--- src/hw/rtl/range_presence_detector_defines.svh ---
// ----------------------------------------------------------------------------
// Range presence detector assertion macros
// Shared property shapes for the concurrent checks of the detector.
// ----------------------------------------------------------------------------
`ifndef RANGE_PRESENCE_DETECTOR_DEFINES_SVH
`define RANGE_PRESENCE_DETECTOR_DEFINES_SVH

// The consequent must hold in the same cycle as the antecedent.
`define RPD_ASSERT_SAME(label, clk, rst_n, ante, cons) \
	label: assert property (@(posedge clk) disable iff (!rst_n) (ante) |-> (cons)) \
		else $error("range presence detector: same-cycle check failed");

// The consequent must hold in the cycle after the antecedent.
`define RPD_ASSERT_NEXT(label, clk, rst_n, ante, cons) \
	label: assert property (@(posedge clk) disable iff (!rst_n) (ante) |=> (cons)) \
		else $error("range presence detector: next-cycle check failed");

`endif

--- src/hw/rtl/rpd_pkg.sv ---
// ----------------------------------------------------------------------------
// Range presence detector package
// Field widths, register indexes, event codes and the configuration struct.
// ----------------------------------------------------------------------------
package rpd_pkg;

	// Field widths.
	localparam int RANGE_W     = 16;
	localparam int EVENT_W     = 2;
	localparam int CFG_IDX_W   = 1;
	localparam int CFG_DATA_W  = 16;

	// Register indexes on the configuration port.
	localparam logic [CFG_IDX_W-1:0] REG_BOGUS_LIMIT    = 1'd0;
	localparam logic [CFG_IDX_W-1:0] REG_DROP_THRESHOLD = 1'd1;

	// Register reset values.
	localparam logic [CFG_DATA_W-1:0] BOGUS_LIMIT_RST    = 16'd25;
	localparam logic [CFG_DATA_W-1:0] DROP_THRESHOLD_RST = 16'd25;

	// Reported events.
	typedef enum logic [EVENT_W-1:0] {
		EV_NONE = 2'd0,
		EV_BUSY = 2'd1,
		EV_FREE = 2'd2
	} event_t;

	// Live configuration handed to the detector.
	typedef struct packed {
		logic [CFG_DATA_W-1:0] bogus_limit;
		logic [CFG_DATA_W-1:0] drop_threshold;
	} cfg_t;

endpackage

--- src/hw/rtl/rpd_cfg_regs.sv ---
// ----------------------------------------------------------------------------
// Range presence detector configuration registers
// Holds the bogus limit and the drop threshold written over the config port.
// ----------------------------------------------------------------------------
module rpd_cfg_regs (
	input  logic                           clk,
	input  logic                           arst_n,
	input  logic                           wr_en,
	input  logic [rpd_pkg::CFG_IDX_W-1:0]  wr_index,
	input  logic [rpd_pkg::CFG_DATA_W-1:0] wr_data,
	output rpd_pkg::cfg_t                  cfg
);
	import rpd_pkg::*;

	logic [CFG_DATA_W-1:0] bogus_limit_q;
	logic [CFG_DATA_W-1:0] drop_threshold_q;

	// Register file, one beat writes one register.
	always_ff @(posedge clk or negedge arst_n) begin
		if (!arst_n) begin
			bogus_limit_q    <= BOGUS_LIMIT_RST;
			drop_threshold_q <= DROP_THRESHOLD_RST;
		end else if (wr_en) begin
			unique case (wr_index)
				REG_BOGUS_LIMIT:    bogus_limit_q    <= wr_data;
				REG_DROP_THRESHOLD: drop_threshold_q <= wr_data;
				default: ;
			endcase
		end
	end

	assign cfg.bogus_limit    = bogus_limit_q;
	assign cfg.drop_threshold = drop_threshold_q;

endmodule

--- src/hw/rtl/rpd_mean.sv ---
// ----------------------------------------------------------------------------
// Range presence detector mean unit
// Divides the calibration sum by the sample count with a reciprocal multiply.
// ----------------------------------------------------------------------------
module rpd_mean #(
	parameter int CALIB_SAMPLES = 30,
	parameter int SUM_W         = 21
) (
	input  logic [SUM_W-1:0]            sum,
	output logic [rpd_pkg::RANGE_W-1:0] mean
);
	import rpd_pkg::*;

	// With the shift set to the sum width plus ceil(log2 N), the rounded-up
	// reciprocal gives the exact floor quotient for every sum value.
	localparam int DIV_SHIFT = SUM_W + $clog2(CALIB_SAMPLES);
	localparam int MULT_W    = DIV_SHIFT + 1;
	localparam int PROD_W    = SUM_W + MULT_W;
	localparam longint unsigned DIV_MULT =
		((64'd1 << DIV_SHIFT) + CALIB_SAMPLES - 1) / CALIB_SAMPLES;

	logic [MULT_W-1:0] recip;
	logic [PROD_W-1:0] prod;

	assign recip = MULT_W'(DIV_MULT);

	// Single multiply, the quotient is a slice of the product.
	always_comb begin
		prod = PROD_W'(sum) * PROD_W'(recip);
		mean = prod[DIV_SHIFT +: RANGE_W];
	end

endmodule

--- src/hw/rtl/rpd_detect.sv ---
// ----------------------------------------------------------------------------
// Range presence detector decision logic
// Calibration accumulator, baseline and occupancy state with event decode.
// ----------------------------------------------------------------------------
`include "range_presence_detector_defines.svh"

module rpd_detect #(
	parameter int CALIB_SAMPLES = 30
) (
	input  logic                         clk,
	input  logic                         arst_n,
	input  logic                         step,
	input  logic [rpd_pkg::RANGE_W-1:0]  range_val,
	input  rpd_pkg::cfg_t                cfg,
	output rpd_pkg::event_t              event_nxt,
	output logic                         calib_nxt
);
	import rpd_pkg::*;

	localparam int CNT_W = $clog2(CALIB_SAMPLES + 1);
	localparam int SUM_W = RANGE_W + CNT_W;
	localparam logic [CNT_W-1:0] CNT_LAST = CNT_W'(CALIB_SAMPLES - 1);

	logic [CNT_W-1:0]   cnt_q;
	logic [SUM_W-1:0]   sum_q;
	logic [RANGE_W-1:0] base_q;
	logic               calib_q;
	logic [1:0]         below_q;

	logic [SUM_W-1:0]   sum_nxt;
	logic [RANGE_W-1:0] mean;
	logic               calib_done;
	logic [RANGE_W:0]   limit_diff;
	logic               occupied;
	logic               valid_read;
	logic [1:0]         below_nxt;

	// Running sum including the current reading, and its mean.
	assign sum_nxt    = sum_q + SUM_W'(range_val);
	assign calib_done = !calib_q && (cnt_q == CNT_LAST);

	rpd_mean #(
		.CALIB_SAMPLES (CALIB_SAMPLES),
		.SUM_W         (SUM_W)
	) u_mean (
		.sum  (sum_nxt),
		.mean (mean)
	);

	// A baseline below the threshold wraps, so every valid reading is occupied.
	assign limit_diff = {1'b0, base_q} - {1'b0, cfg.drop_threshold};
	assign occupied   = limit_diff[RANGE_W] || (range_val < limit_diff[RANGE_W-1:0]);
	assign valid_read = calib_q && (range_val >= cfg.bogus_limit);

	// Occupancy counter update and event decode.
	always_comb begin
		below_nxt = below_q;
		event_nxt = EV_NONE;
		if (valid_read) begin
			if (occupied) begin
				if (below_q != 2'd2) begin
					below_nxt = below_q + 2'd1;
				end
				if (below_nxt == 2'd1) begin
					event_nxt = EV_BUSY;
				end
			end else if (below_q != 2'd0) begin
				event_nxt = EV_FREE;
				below_nxt = 2'd0;
			end
		end
	end

	assign calib_nxt = calib_q || calib_done;

	// Control state.
	always_ff @(posedge clk or negedge arst_n) begin
		if (!arst_n) begin
			cnt_q   <= '0;
			sum_q   <= '0;
			calib_q <= 1'b0;
			below_q <= 2'd0;
		end else if (step) begin
			if (!calib_q) begin
				cnt_q   <= cnt_q + CNT_W'(1);
				sum_q   <= sum_nxt;
				calib_q <= calib_done;
			end
			below_q <= below_nxt;
		end
	end

	// Baseline is loaded once when calibration completes.
	always_ff @(posedge clk) begin
		if (step && calib_done) begin
			base_q <= mean;
		end
	end

	`RPD_ASSERT_NEXT(a_calib_sticky, clk, arst_n, calib_q, calib_q)
	`RPD_ASSERT_SAME(a_below_needs_calib, clk, arst_n, below_q != 2'd0, calib_q)
	`RPD_ASSERT_SAME(a_cnt_in_range, clk, arst_n, !calib_q, cnt_q <= CNT_LAST)
	`RPD_ASSERT_NEXT(a_busy_first, clk, arst_n, step && (event_nxt == EV_BUSY),
		below_q == 2'd1)
	`RPD_ASSERT_NEXT(a_free_clears, clk, arst_n, step && (event_nxt == EV_FREE),
		below_q == 2'd0)

endmodule

--- src/hw/rtl/range_presence_detector.sv ---
// ----------------------------------------------------------------------------
// Range presence detector
// Calibrates a baseline from the first readings, then reports BUSY and FREE
// events as readings fall below baseline minus drop threshold and recover.
// ----------------------------------------------------------------------------
//  channel | signals                              | beat moves when
//  --------+--------------------------------------+---------------------------
//  input   | in_valid, in_stall, range_cm         | in_valid && !in_stall
//  output  | out_valid, out_stall, event_code,    | out_valid && !out_stall
//          | calibrated                           |
//  config  | cfg_valid, cfg_ready, cfg_index,     | cfg_valid && cfg_ready
//          | cfg_data                             |
//
// One beat per cycle sustained while out_stall is low; an accepted beat is
// held in the input register, then in the result register, where it leaves.
// The decision for a beat is two compares and a counter update, plus one
// reciprocal multiply on the beat that completes calibration.
// Reset clears calibration and occupancy, not the baseline; no clearing pass.
// in_stall rises only while both registers are full and the output is stalled.
// cfg_ready is always high; a new value applies from the next beat.
// ----------------------------------------------------------------------------
module range_presence_detector #(
	parameter int CALIB_SAMPLES = 30
) (
	input  logic                           clk,
	input  logic                           arst_n,
	input  logic                           in_valid,
	output logic                           in_stall,
	input  logic [rpd_pkg::RANGE_W-1:0]    range_cm,
	output logic                           out_valid,
	input  logic                           out_stall,
	output logic [rpd_pkg::EVENT_W-1:0]    event_code,
	output logic                           calibrated,
	input  logic                           cfg_valid,
	output logic                           cfg_ready,
	input  logic [rpd_pkg::CFG_IDX_W-1:0]  cfg_index,
	input  logic [rpd_pkg::CFG_DATA_W-1:0] cfg_data
);
	import rpd_pkg::*;

	cfg_t               cfg;
	logic               valid_s1;
	logic [RANGE_W-1:0] range_s1;
	logic               valid_s2;
	event_t             event_s2;
	logic               calib_s2;
	logic               s2_free;
	logic               advance;
	logic               in_take;
	event_t             event_nxt;
	logic               calib_nxt;

	// Configuration registers.
	assign cfg_ready = 1'b1;

	rpd_cfg_regs u_cfg (
		.clk      (clk),
		.arst_n   (arst_n),
		.wr_en    (cfg_valid && cfg_ready),
		.wr_index (cfg_index),
		.wr_data  (cfg_data),
		.cfg      (cfg)
	);

	// Pipeline flow control.
	assign s2_free  = !valid_s2 || !out_stall;
	assign advance  = valid_s1 && s2_free;
	assign in_stall = valid_s1 && !s2_free;
	assign in_take  = in_valid && !in_stall;

	// Input register.
	always_ff @(posedge clk or negedge arst_n) begin
		if (!arst_n) begin
			valid_s1 <= 1'b0;
		end else if (in_take || advance) begin
			valid_s1 <= in_take;
		end
	end

	always_ff @(posedge clk) begin
		if (in_take) begin
			range_s1 <= range_cm;
		end
	end

	// Decision logic and state.
	rpd_detect #(
		.CALIB_SAMPLES (CALIB_SAMPLES)
	) u_detect (
		.clk       (clk),
		.arst_n    (arst_n),
		.step      (advance),
		.range_val (range_s1),
		.cfg       (cfg),
		.event_nxt (event_nxt),
		.calib_nxt (calib_nxt)
	);

	// Result register.
	always_ff @(posedge clk or negedge arst_n) begin
		if (!arst_n) begin
			valid_s2 <= 1'b0;
		end else if (s2_free) begin
			valid_s2 <= advance;
		end
	end

	always_ff @(posedge clk) begin
		if (advance) begin
			event_s2 <= event_nxt;
			calib_s2 <= calib_nxt;
		end
	end

	assign out_valid  = valid_s2;
	assign event_code = event_s2;
	assign calibrated = calib_s2;

endmodule
--- config.mk ---
export PLATFORM = sky130hd
export DESIGN_NAME = range_presence_detector
export DESIGN_NICKNAME = d
export VERILOG_FILES = /design/src/hw/rtl/rpd_pkg.sv /design/src/hw/rtl/rpd_cfg_regs.sv /design/src/hw/rtl/rpd_mean.sv /design/src/hw/rtl/rpd_detect.sv /design/src/hw/rtl/range_presence_detector.sv
export VERILOG_INCLUDE_DIRS = /design/src /design/src/hw/rtl
export SDC_FILE = /design/constraint.sdc
export NUM_CORES = 1
export LEC_CHECK = 0
export ABC_AREA = 1
export BUFFER_PORTS_ARGS = -buffer_cell sky130_fd_sc_hd__buf_2
export CORE_UTILIZATION = 23
export DETAILED_ROUTE_END_ITERATION = 8
export GPL_ROUTABILITY_DRIVEN = 0
export GPL_TIMING_DRIVEN = 1
export PLACE_DENSITY = 0.43
export SYNTH_ARGS = -nofsm -noshare
export SYNTH_HDL_FRONTEND = slang
export SYNTH_SLANG_ARGS = --single-unit
--- constraint.sdc ---
create_clock -name clk -period 14.5 [get_ports clk]
set_input_delay 2.175 -clock clk [delete_from_list [all_inputs] [get_ports clk]]
set_output_delay 2.175 -clock clk [all_outputs]
set_load 0.02 [all_outputs]
== Word level (Yosys, flattened, before mapping) ==
Index checks and enable logic that the tools add are counted.
Cells by class
  $mul: 1
  bitwise logic cells: 2
  reductions and logical operators: 21
  add/sub/neg operators: 4
  magnitude comparators: 2
  multiplexer cells: 9
  equal/unequal tests: 3
Operators by type and width (count)
  $mul 21x22->42 const B: 1
  $add 21x16->21: 1
  $sub 16x16->17: 1
  $ge 16x16->1: 1
  $lt 16x16->1: 1
  $mux 2: 7
  $logic_and 1x1->1: 6
  $reduce_and 2->1: 3
  $add 5x1->5 const B: 1
  $eq 5x5->1 const B: 1
  $logic_not 1->1: 5
  $logic_or 1x1->1: 4
  $reduce_bool 2->1: 2
  $reduce_and 3->1: 1
  $add 2x1->2 const B: 1
  $eq 2x1->1 const B: 1
  $mux 1: 2
  $ne 2x2->1 const B: 1
  $not 1->1: 2
Word-level totals
  input port bits: 38
  output and inout bits: 6
  logic and storage cells: 54
  register bits after elaboration: 98

== Depth between registers and ports, before layout ==
Gate-level depths: netlist of the first run.
  depth in word-level cells: 8
  gate-level depth with buffers: 35
  gate-level depth less buffers: 35

== By module ==
Synthesis of the first run repeated with hierarchy kept, for this count alone.
Unflattened totals
  cells, all modules: 1615
  area total of the unflattened synthesis: 12325.6 um^2
Modules (own cells, without submodules)
  rpd_mean: times used 1, area an instance 6069.6 um^2, seq. area each 0.0 um^2, cells an instance 883
  rpd_detect: times used 1, area an instance 4251.6 um^2, seq. area each 1206.2 um^2, cells an instance 559
  rpd_cfg_regs: times used 1, area an instance 1327.5 um^2, seq. area each 808.3 um^2, cells an instance 140
  range_presence_detector: times used 1, area an instance 676.9 um^2, seq. area each 620.6 um^2, cells an instance 33

== Worst setup path after synthesis of the first run ==
Ideal clock, no wire load.
  path kind: register to register
  start point: reg range_s1[14]
  end point: reg u_detect.base_q[14] (data pin)
  data arrival time: 5.747 ns
  path slack: 8.495 ns
  clock period less this slack: 6.005 ns
  data required time: 14.242 ns
  cell stages (with the launch flop): 31
  setup time: 0.258 ns
  buffers on the path: 0
  cells stage by stage: edfxtp_1 ha_1 nand2_1 inv_2 nand2_1 inv_1 a21oi_1 nand3_2 nand2_1 nand2_1 nand2_1 inv_1 ha_1 ha_1 or2_2 fa_1 inv_1 fa_1 fa_1 inv_1 fa_1 ha_1 ha_1 nand2_1 nor2_1 nor2_1 a21boi_0 o21ai_0 nand2_1 nand3_1 xor2_1
Between the ends
  word-level cells in the longest chain between the ends: 2
Ends and longest elaborated chain
  start, declared: line range_presence_detector.sv:43  | logic [RANGE_W-1:0] range_s1;
  start signal, assigned: line range_presence_detector.sv:82  | range_s1 <= range_cm;
  $add 21x16->21: line rpd_detect.sv:39  | assign sum_nxt = sum_q + SUM_W'(range_val);
  via u_detect.sum_nxt[19]: line rpd_detect.sv:30  | logic [SUM_W-1:0] sum_nxt;
  $mul 21x22->42: line rpd_mean.sv:29  | prod = PROD_W'(sum) * PROD_W'(recip);
  via u_detect.mean[14]: line rpd_detect.sv:31  | logic [RANGE_W-1:0] mean;
  end signal, assigned: line rpd_detect.sv:96  | base_q <= mean;
  end, declared: line rpd_detect.sv:26  | logic [RANGE_W-1:0] base_q;
The timed path passes the listed nets, and every way through them passes these cells.
A chain may end at the register's enable or synchronous reset.

== Final worst setup path of the first run ==
  start point: reg range_s1[10]
  end point: reg u_detect.base_q[8] (data pin)
Same word-level chain as after synthesis.

==> results by group, run 1 <==
Outcome
  – Result of the run: finished clean

Pwr
  – IR drop worst, VDD: 0.106 mV
  – Pwr per Cell Area: 204 mW/mm^2
  – Pleak: 6.92 nW
  – Total power consumption of the routed design: 2.67 mW

Die
  – Number of standard-cell rows in the floorplan: 82
  – Area of the core region: 0.0503 sq mm
  – Number of top-level pins: 44
  – Die ar.: 0.0520 sq mm
  – Chip height: 228 um
  – Initial Util: 23.4%
  – Die Width: 228 um

Global routing
  – Total overflow reported by the global router: 0
  – Largest net degree at the start of global routing: 33
  – Number of antenna violations at the first check in global routing: 0
  – Number of global-route vias before repair: 9747
  – Wire length of the first global-routing pass: 54.4 mm
  – Aggregate global-route resource usage: 13.6%

Synthesis
  – Fraction of registers with async set or reset after synthesis: 64.3%
  – Top cells by count, synth: nand2_1 (310), inv_1 (285), ha_1 (240)
  – Number of distinct library cells after synthesis: 44
  – Synth area leader: ha_1
  – Top flip-flop cell by instance count after synthesis: dfrtp_1
  – Part of the Yosys area used for sequential elements: 22.4%
  – Cell area after technology mapping: 0.0117 sq mm
  – Syn Nets: 1812
  – Synthesized area per cell: 7.98 sq um
  – Largest cells by area after synthesis: ha_1 (26%), dfrtp_1 (12%), fa_1 (11%)
  – Top-area cell type share of the netlist area: 25.6%
  – Synth warnings: 0
  – Post-Syn Instances: 1472
  – Number of register bits inferred by synthesis: 98
  – Count leader, synth: nand2_1
  – Number of enable flip-flop cells after synthesis: 35

CTS
  – Number of resized instances in the post-cts repair step: 0
  – Clock latency at the later pin of the worst-skew pair: 0.37 ns
  – Number of levels in the clock H-tree: 3
  – Clock-pin transition on the worst setup and hold timing paths: 0.08 ns
  – Inserted Clock Buffers: 9
  – Clock tree buffer depth: 2
  – Number of setup buffers added after CTS: 0
  – Sinks on Clock Net: 98
  – Count of hold buffers inserted by post-cts repair: 0
  – Clock tree root buffer cell: clkbuf_16
  – CTS tree: yes

Setup path
  – Worst path slowest cell: fa_1
  – Worst Reg-to-Reg Cells: 29
  – Kind of end point of the critical path: flop
  – Maximum cell stage delay along the critical path: 0.55 ns
  – Signal arrival time at the worst endpoint: 7.21 ns
  – Critical Path Fanout Max: 6
  – Setup CP Type: reg -> reg
  – Sort of element at the start of the critical path: flop
  – Data required time of the critical path: 14.63 ns
  – Most frequent cell on the critical path: nand2_1

STA
  – Final setup margin: 7.41 ns
  – Post-Route Setup TNS: 0 ns
  – Worst slew margin relative to its limit: 31.9%
  – Transition time of the tightest slew-check pin: 1.02 ns
  – Final hold viol count: 0
  – Total of endpoints with negative setup slack in the final report: 0
  – Final worst path period share: 48.9%
  – Fin Clk Skew: 0.0154 ns
  – Highest achievable clock rate: 141 MHz
  – Unrepaired setup endpoints after global routing: no
  – Final critical delay including setup and external delays: 7.09 ns
  – Final Max Slew Viols: 0

Min path
  – Number of stages on the worst hold path: 2
  – Worst hold path type: reg -> reg

Run
  – Maximum Capacitance Violations: 0

Routing
  – Post-route DRC violation count: 0
  – Number of DRC markers in iteration 0: 532
  – Routed wire length on met3: 1.42 mm
  – Met2 routed wirelength: 15.4 mm
  – Wire length the detailed router placed on met1: 17.2 mm
  – Vias: 9580
  – Total routed wirelength: 34.4 mm
  – Uppermost layer routed: met4
  – Routed length per placed instance: 15.6 um
  – Pre-antenna DRT Iters: 6
  – Number of antenna-violating nets in the routed design: 0
  – Number of vias per cell: 4.35

Finish
  – Fraction of layout instances using a drive strength above 1: 6.87%
  – Final-stage net count: 1863
  – Relative area change from synthesis to final layout: 11.8%
  – Post-Route Utilization: 26.1%
  – Non-filler instance count after layout: 2200
  – Inserted Diodes: 0

Placed design
  – Cells after DPL: 2184
  – Half-perimeter wire length after placement: 29.5 mm
  – Setup Slack @ Placement: 7.37 ns
  – Port buffer count: 42
[worst max-delay path: cells and delay by family, from the launching register on]
family / cells / cell delay [ns]
adder cells (fa/ha/maj): 9 / 3.36
AND/OR/NAND/NOR: 12 / 1.57
AO/OA/AOI/OAI: 5 / 1.24
flip-flops: 1 / 0.50
buffers and inverters: 3 / 0.19
[placed cells by master (no fill, tap or decap), types with 4 or more instances in the layout]
| master | Yosys | final |
|---|---|---|
| buf_2 | 1 | 42 |
| o21bai_1 | 9 | 9 |
| ha_1 | 240 | 240 |
| a21boi_0 | 5 | 5 |
| fa_1 | 62 | 62 |
| dfrtp_1 | 57 | 57 |
| xor2_1 | 24 | 24 |
| a21oi_1 | 75 | 75 |
| o21ai_0 | 81 | 81 |
| a31oi_1 | 6 | 6 |
| inv_2 | 4 | 4 |
| buf_4 | 2 | 10 |
| nand2_1 | 310 | 310 |
| nand2_2 | 5 | 5 |
| o21ai_1 | 15 | 15 |
| nor2_1 | 94 | 94 |
| dfstp_2 | 6 | 6 |
| a21o_1 | 10 | 10 |
| clkbuf_16 | 0 | 9 |
| inv_1 | 285 | 285 |
| xnor2_1 | 15 | 15 |
| nand3_1 | 44 | 44 |
| nor3_1 | 16 | 16 |
| nand4_1 | 26 | 26 |
| nor2_2 | 7 | 7 |
| edfxtp_1 | 35 | 35 |
[metrics by stage]
step | cell area [sq um] | hold slack [ns]
final | 13100 | 0.470
after global routing | 13100 | 0.504
after CTS | 13100 | 0.478
after detailed placement | 12800 | 0.464
after global placement | 12800 | 0.462
after floorplan | 11700 | 0.445
[cells by family after synthesis]
family          count (synthesis)  share of synthesized area [%]
compound gates                212                           9.95
fa+ha+maj                     302                           36.1
flops                          98                           22.4
buf+inv                       301                           9.69
other cells                     1                         0.0319
simple gates                  516                           18.5
xor+xnor                       42                           3.32
[state kept, by name, indices dropped and copies added, names as in the netlist]
register and cells:
u_detect.cnt_q 5, u_detect.below_q 2, out_valid 1, u_cfg.bogus_limit_q 16, u_detect.sum_q 21, range_s1 16
event_code 2, valid_s1 1, u_detect.base_q 16, u_detect.calib_q 1, u_cfg.drop_threshold_q 16, calibrated 1
[metal layers]
metal	vias up	GRT usage, %
met5	-	0
met2	149	21.9
li1	4869	-
met4	0	2.75
met3	20	2.83
met1	4542	18.7
[where the power goes]
part	switching (mW)	internal (mW)	total (mW)
logic	1.35	0.710	2.06
clock network	0.119	0.153	0.272
registers	0.0128	0.332	0.345
total	1.48	1.20	2.67
[cell type report]
type,count,area [sq um]
Clock buffer,10,229
Clock inverter,6,88.8
Fill cell,5563,37100
Inverter,289,1080
Multi-Input combinational cell,1073,7980
Sequential cell,98,2640
Tap cell,672,841
Timing Repair Buffer,52,285
[final timing paths]
path / to / startpoint / slack, ns
max: u_detect.base_q[8] / range_s1[10] / 7.41
min: out_valid / valid_s1 / 0.47
max reg2reg: u_detect.base_q[8] / range_s1[10] / 7.41
min reg2reg: out_valid / valid_s1 / 0.47
max in group asynchronous: u_detect.sum_q[3] / arst_n / 11.69
min in group asynchronous: u_cfg.bogus_limit_q[13] / arst_n / 1.85
No activity file was read; power rests on OpenSTA's default activity.
==> run 2, diff against run 1 <==
--- a/config.mk
+++ b/config.mk
@@ -6,13 +6,13 @@
 export SDC_FILE = /design/constraint.sdc
 export NUM_CORES = 1
 export LEC_CHECK = 0
-export ABC_AREA = 1
+export ABC_AREA = 0
 export BUFFER_PORTS_ARGS = -buffer_cell sky130_fd_sc_hd__buf_2
 export CORE_UTILIZATION = 23
 export DETAILED_ROUTE_END_ITERATION = 8
 export GPL_ROUTABILITY_DRIVEN = 0
 export GPL_TIMING_DRIVEN = 1
-export PLACE_DENSITY = 0.43
+export PLACE_DENSITY = 0.44
 export SYNTH_ARGS = -nofsm -noshare
 export SYNTH_HDL_FRONTEND = slang
 export SYNTH_SLANG_ARGS = --single-unit
==> constraint.sdc (replaced) <==
create_clock -name clk -period 6.4 [get_ports clk]
set_input_delay 0.96 -clock clk [delete_from_list [all_inputs] [get_ports clk]]
set_output_delay 0.96 -clock clk [all_outputs]
set_load 0.02 [all_outputs]
==> results by group, run 2 <==
Setup path
  – Timing endpoint of the critical path: u_detect.base_q[9]
  – Source of the worst register-to-register timing path: range_s1[0]
  – Worst flop-to-flop path endpoint: u_detect.base_q[9]
  – Maximum cell stage delay along the critical path: 0.53 ns
  – Setup slack, reg-to-reg: -0.78 ns
  – Stages on the worst setup path: 30
  – Worst path slowest cell: fa_2
  – Total buffers and inverters traversed by the critical path: 4
  – Critical Path Fanout Max: 6
  – Sort of element at the start of the critical path: flop
  – CP Launch Point: range_s1[0]
  – Signal arrival time at the worst endpoint: 7.29 ns
  – Worst Reg-to-Reg Cells: 30
  – Data required time of the critical path: 6.51 ns
  – Kind of end point of the critical path: flop
  – Setup CP Type: reg -> reg
  – Crit path max-delay family: adder cells

Placed design
  – Port buffer count: 42
  – Half-perimeter wire length after placement: 23.4 mm
  – Post-Place Cell Area: 0.0130 sq mm

STA
  – Total of endpoints with negative setup slack in the final report: 16
  – Final worst path period share: 112%
  – Final setup margin: -0.775 ns
  – Transition time of the tightest slew-check pin: 1.17 ns
  – Final critical delay including setup and external delays: 7.18 ns
  – Fin Hold WS: 0.476 ns
  – Unrepaired setup endpoints after global routing: yes
  – Highest achievable clock rate: 139 MHz
  – Post-Route Setup TNS: -9.68 ns
  – Final Max Slew Viols: 0
  – Worst slew margin relative to its limit: 21.7%
  – Fin Clk Skew: 0.00886 ns
  – Final hold viol count: 0

Finish
  – Fraction of layout instances using a drive strength above 1: 27.8%
  – Relative area change from synthesis to final layout: 30.2%
  – Most common cell after layout, fill and taps aside: ha_1
  – Commonest non-fill, non-tap cells in the layout: ha_1 (221), buf_4 (179), inv_1 (171)
  – Final-stage net count: 1643
  – Post-Route Utilization: 30.5%
  – Inserted Diodes: 0
  – Fill cell instance count of the final layout: 4716
  – Flip-flop count of the largest register after layout: 21
  – Largest register by flop count: u_detect.sum_q
  – Final cell area excluding filler cells: 0.0139 sq mm

Synthesis
  – Number of register bits inferred by synthesis: 98
  – Count leader, synth: ha_1
  – Synth area leader: ha_1
  – Post-Syn Instances: 1080
  – Synthesized area per cell: 9.91 sq um
  – Cell area after technology mapping: 0.0107 sq mm
  – Top-area cell type share of the netlist area: 28.1%
  – Fraction of registers with async set or reset after synthesis: 64.3%
  – Number of distinct library cells after synthesis: 66
  – Top flip-flop cell by instance count after synthesis: dfrtp_1
  – Syn Nets: 1420
  – Part of the Yosys area used for sequential elements: 24.6%
  – Number of enable flip-flop cells after synthesis: 35
  – Synth warnings: 0
  – Top cells by count, synth: ha_1 (240), inv_1 (182), nand2_1 (68)
  – Largest cells by area after synthesis: ha_1 (28%), dfrtp_1 (13%), fa_1 (12%)

Global routing
  – Number of global-route vias before repair: 8522
  – Largest net degree at the start of global routing: 64
  – Aggregate global-route resource usage: 12.2%
  – Wire length of the first global-routing pass: 45.1 mm
  – Number of antenna violations at the first check in global routing: 0
  – Total overflow reported by the global router: 0

Routing
  – Post-route DRC violation count: 0
  – Pre-antenna DRT Iters: 4
  – Number of antenna-violating nets in the routed design: 0
  – Vias: 8220
  – Number of vias per cell: 4.31
  – Total routed wirelength: 28.0 mm
  – Number of DRC markers in iteration 0: 373
  – Routed length per placed instance: 14.7 um

CTS
  – Clock-pin transition on the worst setup and hold timing paths: 0.07 ns
  – Count of hold buffers inserted by post-cts repair: 0
  – Sinks on Clock Net: 98
  – Clock latency at the later pin of the worst-skew pair: 0.36 ns
  – Number of levels in the clock H-tree: 3
  – Clock tree buffer depth: 2
  – Clock tree root buffer cell: clkbuf_16
  – CTS tree: yes
  – Inserted Clock Buffers: 9

Run
  – Maximum Capacitance Violations: 0

Pwr
  – Total power consumption of the routed design: 3.66 mW
  – Pleak: 7.15 nW
  – IR drop worst, VDD: 0.240 mV
  – Pwr per Cell Area: 263 mW/mm^2

Die
  – Area of the core region: 0.0457 sq mm
  – Number of standard-cell rows in the floorplan: 78
  – Number of top-level pins: 44
  – Chip height: 218 um
  – Die ar.: 0.0474 sq mm
  – Initial Util: 23.4%
  – Die Width: 218 um

Outcome
  – Result of the run: finished, violations left
  – Failing checks: negative setup slack

Min path
  – Worst hold path type: reg -> reg
run 2: layout make-up:
cell class                      instances  area, sq um  area share, %
Timing Repair Buffer                  228         1630           11.7
Multi-Input combinational cell        784         7940           57.0
Clock inverter                          4         51.3          0.368
Sequential cell                        98         2640           18.9
Tap cell                              600          751           5.39
Clock buffer                           12          236           1.70
Inverter                              182          683           4.90
run 2: worst min path at each step:
stage	to	slack [ns]	from	cells past startpoint
final	u_detect.cnt_q[4]	0.48	u_detect.cnt_q[4]	1
after CTS	u_detect.cnt_q[4]	0.48	u_detect.cnt_q[4]	1
after floorplan	u_detect.cnt_q[4]	0.45	u_detect.cnt_q[4]	1
after global routing	u_detect.below_q[1]	0.52	u_detect.below_q[1]	1
after detailed placement	u_detect.cnt_q[4]	0.47	u_detect.cnt_q[4]	1
after global placement	u_detect.sum_q[8]	0.47	u_detect.sum_q[8]	2
run 2: metal layers:
metal	track usage, %	wire, um	vias to the layer above
li1	-	-	4182
met1	16.6	14000	3945
met2	20.6	13000	73
met3	1.35	586	20
met4	2.72	384	0
met5	0	0	-
run 2: kinds of logic (layout without fill, tap and decap cells):
family	Yosys count	after routing	synth area share, %
buf+inv	198	426	6.99
other cells	1	1	0.0350
compound gates	210	210	12.6
mux	23	23	2.40
xor+xnor	53	53	4.47
flops	98	98	24.6
fa+ha+maj	302	302	39.7
simple gates	195	195	9.25
run 2: worst reg2reg max path, delay by kind of cell (launching register included):
kind | cells | cell delay, ns
fa+ha+maj | 10 | 3.35
compound gates | 10 | 2.17
simple gates | 4 | 0.61
flops | 1 | 0.36
buf+inv | 4 | 0.29
xor+xnor | 2 | 0.18
run 2: report_power, final:
part	leakage [nW]	internal [mW]	switching [mW]
combinational	5.89	1.16	1.20
clock	0.137	0.305	0.255
sequential	1.13	0.717	0.0252
run 2: stage by stage:
stage / setup slack, ns / std cells
2_1_floorplan: -0.518 / 1080
3_3_place_gp: -0.914 / 1871
3_5_place_dp: -0.975 / 1871
4_1_cts: -0.721 / 1896
5_1_grt: -1.02 / 1908
6_report: -0.775 / 1908
run 2: what timing repair did:
| item | CTS | global route |
|---|---|---|
| setup buffers | 12 | 12 |
| pin swaps | 55 | 38 |
| gates resized for setup | 52 | 38 |
| endpoints found under the hold margin | 0 | 0 |
| endpoints found under the setup margin | 16 | 16 |
